<file path="src/ilist_pkg.sv">
// ----------------------------------------------------------------------------
// ilist_pkg: shared types and constants for the indexed list block
// Request/result structs, action and status codes, cell command format.
// ----------------------------------------------------------------------------
package ilist_pkg;

	localparam int DEPTH   = 64;
	localparam int IDX_W   = (DEPTH > 1) ? $clog2(DEPTH) : 1;
	localparam int CNT_W   = $clog2(DEPTH + 1);
	localparam int POS_W   = 7;
	localparam int CAP_W   = 7;
	localparam int ENTRY_W = 7;
	localparam int DATA_W  = 32;
	localparam int CMP_W   = (CNT_W > POS_W) ? CNT_W : POS_W;
	localparam int APB_AW  = 3;

	localparam logic [CAP_W-1:0] CAP_RESET = CAP_W'(64);

	typedef enum logic [0:0] {
		REG_CAPACITY = 1'b0
	} reg_idx_t;

	typedef enum logic [2:0] {
		ACT_INSERT_AT   = 3'd0,
		ACT_APPEND      = 3'd1,
		ACT_REMOVE_AT   = 3'd2,
		ACT_REMOVE_LAST = 3'd3,
		ACT_READ_AT     = 3'd4,
		ACT_PUSH_FRONT  = 3'd5,
		ACT_CLEAR       = 3'd6
	} action_t;

	typedef enum logic [1:0] {
		ST_OK      = 2'd0,
		ST_INVALID = 2'd1,
		ST_FULL    = 2'd2,
		ST_EMPTY   = 2'd3
	} status_t;

	typedef enum logic [1:0] {
		CELL_HOLD,
		CELL_INSERT,
		CELL_REMOVE,
		CELL_CLEAR
	} cell_op_t;

	typedef struct packed {
		logic [2:0]              action;
		logic [POS_W-1:0]        position;
		logic signed [DATA_W-1:0] item_value;
	} req_t;

	typedef struct packed {
		logic [1:0]               status;
		logic signed [DATA_W-1:0] read_value;
		logic [ENTRY_W-1:0]       entry_count;
		logic                     is_full;
		logic                     is_empty;
	} rsp_t;

	// broadcast to every cell
	typedef struct packed {
		cell_op_t                 op;
		logic [IDX_W-1:0]         pos;
		logic [CNT_W-1:0]         limit;
		logic signed [DATA_W-1:0] value;
		logic                     rd_en;
		logic [IDX_W-1:0]         rd_pos;
	} cell_cmd_t;

endpackage

</file>
<file path="src/ilist_cell.sv">
// ----------------------------------------------------------------------------
// ilist_cell: one slot of the list
// Holds one entry; loads, takes from a neighbor, clears or holds per command.
// ----------------------------------------------------------------------------
module ilist_cell (
	input  logic                              clk,
	input  logic                              arst_n,
	input  logic [ilist_pkg::IDX_W-1:0]       idx,
	input  ilist_pkg::cell_cmd_t              cmd,
	input  logic signed [ilist_pkg::DATA_W-1:0] left_val,
	input  logic signed [ilist_pkg::DATA_W-1:0] right_val,
	output logic signed [ilist_pkg::DATA_W-1:0] value,
	output logic signed [ilist_pkg::DATA_W-1:0] hit_val
);

	logic signed [ilist_pkg::DATA_W-1:0] val_q;
	logic signed [ilist_pkg::DATA_W-1:0] val_d;
	logic [ilist_pkg::CNT_W-1:0]         idx_ext;

	assign idx_ext = ilist_pkg::CNT_W'(idx);

	always_comb begin
		val_d = val_q;
		unique case (cmd.op)
			ilist_pkg::CELL_HOLD: begin
				val_d = val_q;
			end
			ilist_pkg::CELL_INSERT: begin
				if (idx == cmd.pos) begin
					val_d = cmd.value;
				end else if (idx > cmd.pos) begin
					val_d = (idx_ext < cmd.limit) ? left_val : '0;
				end
			end
			ilist_pkg::CELL_REMOVE: begin
				if (idx >= cmd.pos) begin
					val_d = right_val;
				end
			end
			ilist_pkg::CELL_CLEAR: begin
				val_d = '0;
			end
			default: begin
				val_d = val_q;
			end
		endcase
	end

	always_ff @(posedge clk or negedge arst_n) begin
		if (!arst_n) begin
			val_q <= '0;
		end else begin
			val_q <= val_d;
		end
	end

	assign value   = val_q;
	assign hit_val = (cmd.rd_en && idx == cmd.rd_pos) ? val_q : '0;

endmodule

</file>
<file path="config.mk">
export PLATFORM = sky130hd
export DESIGN_NAME = ilist_cell
export DESIGN_NICKNAME = d
export VERILOG_FILES = /design/src/ilist_pkg.sv /design/src/ilist_cell.sv
export SDC_FILE = /design/constraint.sdc
export NUM_CORES = 1
export LEC_CHECK = 0
export BUFFER_PORTS_ARGS = -buffer_cell sky130_fd_sc_hd__buf_2
export CORE_AREA = 3 3 79 81
export DETAILED_ROUTE_END_ITERATION = 8
export DIE_AREA = 0 0 82 84
export PLACE_DENSITY = 0.86
export SYNTH_ARGS = -nofsm -noshare
export SYNTH_HDL_FRONTEND = slang
export SYNTH_SLANG_ARGS = --single-unit
export TNS_END_PERCENT = 20
</file>
<file path="constraint.sdc">
create_clock -name clk -period 3.2 [get_ports clk]
set_input_delay 0.32 -clock clk [delete_from_list [all_inputs] [get_ports clk]]
set_output_delay 0.32 -clock clk [all_outputs]
set_load 0.05 [all_outputs]
</file>
==> results of run 1 <==
cell type report:
type	count	area, um^2	area share [%]
multi-input cells	200	1410	39.3
clock inverters	2	35.0	0.981
inverters	43	161	4.52
flip-flops and latches	32	801	22.4
repair buffers	197	1010	28.2
clock buffers	6	72.6	2.03
well taps	72	90.1	2.52
cells in the mapped netlist (2+ instances only):
master     instances  area [um^2]
a211oi_1          32          240
a21oi_1           35          175
a2bb2oi_1         28          245
a2bb2oi_2          4         60.1
and2_1            32          200
buf_2              2         10.0
buf_6              3         33.8
clkbuf_1          18         67.6
dfrtp_1           32          801
ha_1              11          138
inv_1             43          161
nand2_1           33          124
nor2_1             4         15.0
xnor2_1            3         26.3
xor2_1             3         26.3
stage by stage:
step	instance area (um^2)	std cells	total power [mW]	hold slack, ns
floorplan	2460	299	1.14	0.0244
global placement	3460	544	1.37	0.401
detailed placement	3460	544	1.40	0.395
CTS	3570	552	1.77	0.0981
global route	3570	552	1.84	0.135
finish	3570	552	1.76	0.0802
report_power, final:
part | total (mW) | internal (mW) | switching [mW]
combinational | 0.820 | 0.274 | 0.546
clock | 0.369 | 0.231 | 0.138
sequential | 0.569 | 0.493 | 0.0763
total | 1.76 | 0.998 | 0.761
how the worst max path moves through the flow:
stage | from | end | slack [ns] | cells past startpoint
final | idx[5] | value[7] | 0.60 | 7
after global routing | idx[5] | value[7] | 0.46 | 7
after CTS | idx[5] | value[7] | 0.63 | 7
after detailed placement | idx[5] | value[7] | 0.34 | 7
after global placement | idx[5] | value[7] | 0.42 | 7
after floorplan | cmd[51] | value[25] | 1.24 | 9
worst max-delay path: stages:
cell,delay (ns)
buf_2,0.12
ha_1,0.34
and4_4,0.26
and3_1,0.22
nor2b_2,1.05
a211oi_1,0.25
a2bb2oi_1,0.21
cells by family after synthesis:
family,after synthesis,share of synthesized area (%)
compound gates,105,31.9
xor+xnor,6,2.13
fa+ha+maj,11,5.58
buf+inv,67,11.3
flops,32,32.5
simple gates,78,16.6
routing by layer:
| metal | vias to the layer above | part of all wire, % | global-route usage [%] |
|---|---|---|---|
| met4 | 0 | 1.5 | 5.29 |
| met2 | 160 | 52 | 43.4 |
| met1 | 1318 | 38 | 26.8 |
| met5 | - | 0 | 0 |
| li1 | 1390 | - | - |
| met3 | 15 | 8.7 | 4.00 |
==> results.sh, run 1 <==
export IMPL_outcome="finished, final reports clean"
export IMPL_cts_sinks=32
export IMPL_crit_required_ns=3.40
export IMPL_drc=0
export IMPL_clk_pin_slew_worst_paths_ns=0.06
export IMPL_seq_area_frac_synth_pct=32.5
export IMPL_rsz0062_at_grt="false"
export IMPL_postCtsSetupBuffers=0
export IMPL_reg2reg_from="value[25]"
export IMPL_finalSetupViolations=0
export IMPL_die_height_um=84
export IMPL_diodes=0
export IMPL_final_common_cell="buf_2"
export IMPL_routedWlPerCell_um=15.0
export IMPL_dpl_hpwl_um=6600
export IMPL_num_rows=27
export IMPL_nets=616
export IMPL_portBuffers=189
export IMPL_wirelength_um=8290
export IMPL_core_area_um2=5540
export IMPL_clkLatencyLatePin_ns=0.27
export IMPL_htreeDepth=2
export IMPL_max_freq_ghz=0.384
export IMPL_hold_buffers=0
export IMPL_synth_nets=436
export IMPL_dr_pass1_iters=4
export IMPL_dp_slack_ns=0.338
export IMPL_grt_util_all_layers_pct=23.3
export IMPL_cts_root_buffer="clkbuf_8"
export IMPL_cp_start_kind="primary input"
export IMPL_synth_area_um2=2460
export IMPL_drt_iter0_drc=111
export IMPL_synth_distinct_cells=31
export IMPL_synthFlopType="dfrtp_1"
export IMPL_cts_buffer_depth=2
export IMPL_pin_count=190
export IMPL_die_w_um=82
export IMPL_largest_reg_flops=32
export IMPL_n_fill_cell=487
export IMPL_reg2regPathDepth=1
export IMPL_dieArea_um2=6890
export IMPL_critPathMaxFanout=32
export IMPL_async_reset_ff_share_pct=100
export IMPL_max_slew_worst_pin_slew_ns=1.31
export IMPL_vias_per_cell=5.22
export IMPL_antenna_found_initial=0
export IMPL_avgSynthCellArea_um2=8.24
export IMPL_cap_violations=0
export IMPL_vias=2883
export IMPL_synth_seq_cells=32
export IMPL_drive_gt1_share_pct=44.8
export IMPL_globalplace_congestion=0.840
export IMPL_crit_type="in -> reg"
export IMPL_tns_ns=0
export IMPL_regToRegEndpoint="value[25]"
export IMPL_fin_skew_ns=0
export IMPL_power_density_nw_per_um2=492
export IMPL_layout_setup_ws_ns=0.596
export IMPL_finalHoldViolations=0
export IMPL_yosysWarnings=0
export IMPL_worstHoldPathType="in -> async"
export IMPL_cts_tree="yes"
export IMPL_ant_nets=0
export IMPL_numCtsBuffers=5
export IMPL_r2r_setup_slack_ns=2.48
export IMPL_power_ir_vdd_worst_uv=253
export IMPL_grt_ovfl_total=0
export IMPL_final_core_util_pct=64.5
export IMPL_period_share_pct=81.4
export IMPL_mostFrequentLayoutCells="buf_2 (189), inv_1 (43), a21oi_1 (35)"
export IMPL_slew_headroom_pct=12.1
export IMPL_grt_max_degree=36
export IMPL_cp_data_arrival_time_ns=2.80
export IMPL_synth_edf_count=0
export IMPL_initial_core_util_pct=44.5
export IMPL_slew_viol_final=0
export IMPL_syn_to_final_growth_pct=44.9
export IMPL_post_cts_resized=0
export IMPL_end_kind="flip-flop"
export IMPL_grt_pass1_vias=2720
export IMPL_leakage_nw=2.01
export IMPL_grt_pass1_wl_um=12700
export IMPL_period_needed_ns=2.60
export IMPL_syn_instance_count=299
No activity file was read; power rests on OpenSTA's default activity.
==> run 2: changes to the inputs <==
--- a/config.mk
+++ b/config.mk
@@ -6,10 +6,10 @@
 export NUM_CORES = 1
 export LEC_CHECK = 0
 export BUFFER_PORTS_ARGS = -buffer_cell sky130_fd_sc_hd__buf_2
-export CORE_AREA = 3 3 79 81
+export CORE_AREA = 3 3 83 85
 export DETAILED_ROUTE_END_ITERATION = 8
-export DIE_AREA = 0 0 82 84
-export PLACE_DENSITY = 0.86
+export DIE_AREA = 0 0 86 88
+export PLACE_DENSITY = 0.79
 export SYNTH_ARGS = -nofsm -noshare
 export SYNTH_HDL_FRONTEND = slang
 export SYNTH_SLANG_ARGS = --single-unit
==> constraint.sdc (replaced) <==
create_clock -name clk -period 2.6 [get_ports clk]
set_input_delay 0.26 -clock clk [delete_from_list [all_inputs] [get_ports clk]]
set_output_delay 0.26 -clock clk [all_outputs]
set_load 0.05 [all_outputs]
==> results.sh, run 2 (synthesis gave the netlist of run 1 again) <==
export IMPL_period_needed_ns=2.25
export IMPL_crit_type="in -> reg"
export IMPL_initial_core_util_pct=39.3
export IMPL_grt_max_degree=34
export IMPL_ant_nets=0
export IMPL_leakage_nw=2.02
export IMPL_slew_headroom_pct=49.1
export IMPL_cp_start_kind="primary input"
export IMPL_grt_pass1_vias=2768
export IMPL_wirelength_um=8480
export IMPL_num_rows=29
export IMPL_worst_path_buf_inv=2
export IMPL_mostFrequentLayoutCells="buf_2 (189), inv_1 (43), a21oi_1 (35)"
export IMPL_numCtsBuffers=5
export IMPL_cp_slowest_stage_delay_ns=0.61
export IMPL_cts_sinks=32
export IMPL_r2r_setup_slack_ns=1.89
export IMPL_hold_buffers=0
export IMPL_stdcell_count=559
export IMPL_htreeDepth=2
export IMPL_diodes=0
export IMPL_final_area_um2=3590
export IMPL_rsz0062_at_grt="false"
export IMPL_drive_gt1_share_pct=45.0
export IMPL_power_density_nw_per_um2=607
export IMPL_fin_skew_ns=0
export IMPL_clk_pin_slew_worst_paths_ns=0.07
export IMPL_vias_per_cell=5.14
export IMPL_cp_cell_sequence="buf_2 > ha_1 > and4_4 > and3_1 > nor2b_2 > buf_4 > a211oi_1 > a2bb2oi_1"
export IMPL_grt_util_all_layers_pct=21.8
export IMPL_routedWlPerCell_um=15.2
export IMPL_pin_count=190
export IMPL_cp_data_arrival_time_ns=2.45
export IMPL_postCtsSetupBuffers=0
export IMPL_largest_reg_flops=32
export IMPL_layout_setup_ws_ns=0.348
export IMPL_cts_root_buffer="clkbuf_8"
export IMPL_vias=2873
export IMPL_die_height_um=88
export IMPL_end_kind="flip-flop"
export IMPL_drt_iter0_drc=146
export IMPL_whs_ns=0.0340
export IMPL_max_slew_worst_pin_slew_ns=0.762
export IMPL_dieArea_um2=7570
export IMPL_outcome="finished, final reports clean"
export IMPL_antenna_found_initial=0
export IMPL_dr_pass1_iters=4
export IMPL_worstHoldPathType="in -> async"
export IMPL_post_cts_resized=0
export IMPL_syn_to_final_growth_pct=45.7
export IMPL_cts_tree="yes"
export IMPL_grt_ovfl_total=0
export IMPL_power_ir_vdd_worst_uv=358
export IMPL_portBuffers=189
export IMPL_globalplace_congestion=0.820
export IMPL_grt_pass1_wl_um=13300
export IMPL_final_common_cell="buf_2"
export IMPL_die_w_um=86
export IMPL_cp_top_family="simple AND/OR/NAND/NOR gates"
export IMPL_core_area_um2=6280
export IMPL_place_inst=551
export IMPL_clkLatencyLatePin_ns=0.28
export IMPL_period_share_pct=86.6
export IMPL_finalHoldViolations=0
export IMPL_dpl_hpwl_um=6610
export IMPL_dp_slack_ns=0.0796
export IMPL_finalSetupViolations=0
export IMPL_tns_ns=0
export IMPL_slowest_stage="nor2b_2"
export IMPL_slew_viol_final=0
export IMPL_placed_area_um2=3480
export IMPL_cap_violations=0
export IMPL_critPathMaxFanout=17
export IMPL_drc=0
export IMPL_crit_required_ns=2.80
export IMPL_nets=618
export IMPL_cts_buffer_depth=2
export IMPL_max_freq_ghz=0.444
## run 2: cell types whose count changed in the layout (fill, tap and decap cells not counted)
cell | before | now
buf_4 | 8 | 10
## run 2: worst paths after layout
path,end,start,cells after the start
max in group asynchronous,value[27],arst_n,1
min in group clk,value[29],left_val[29],3
worst min-delay path,value[10],arst_n,1
worst min register to register,value[3],value[3],1
worst max-delay path,value[12],idx[5],8
worst max register to register,value[26],value[26],1
## run 2: per-stage QoR
stage                     util [%]  total power [mW]
after floorplan                  -              1.40
after global placement        55.5              1.69
after detailed placement      55.5              1.72
after CTS                     57.2              2.20
after global routing          57.2              2.30
final                         57.2              2.18
## run 2: per-layer routing
| metal | vias up | track usage [%] | wire length, um |
|---|---|---|---|
| met4 | 0 | 5.32 | 81 |
| met3 | 8 | 3.57 | 672 |
| met1 | 1336 | 26.1 | 3380 |
| li1 | 1393 | - | - |
| met5 | - | 0 | 0 |
| met2 | 136 | 40.7 | 4340 |
## run 2: layout make-up
| cell class | instances | area [um^2] |
|---|---|---|
| inverter | 43 | 161 |
| clock buffer | 6 | 72.6 |
| tap | 77 | 96.3 |
| multi-input combinational | 200 | 1410 |
| timing repair buffer | 199 | 1020 |
| clock inverter | 2 | 35.0 |
| sequential | 32 | 801 |
| fill | 587 | 2690 |
## run 2: where the power goes
part           leakage [nW]  switching, mW  internal [mW]
clock                0.0552          0.190          0.284
sequential            0.371         0.0930          0.606
combinational          1.59          0.668          0.339
total                  2.02          0.951           1.23
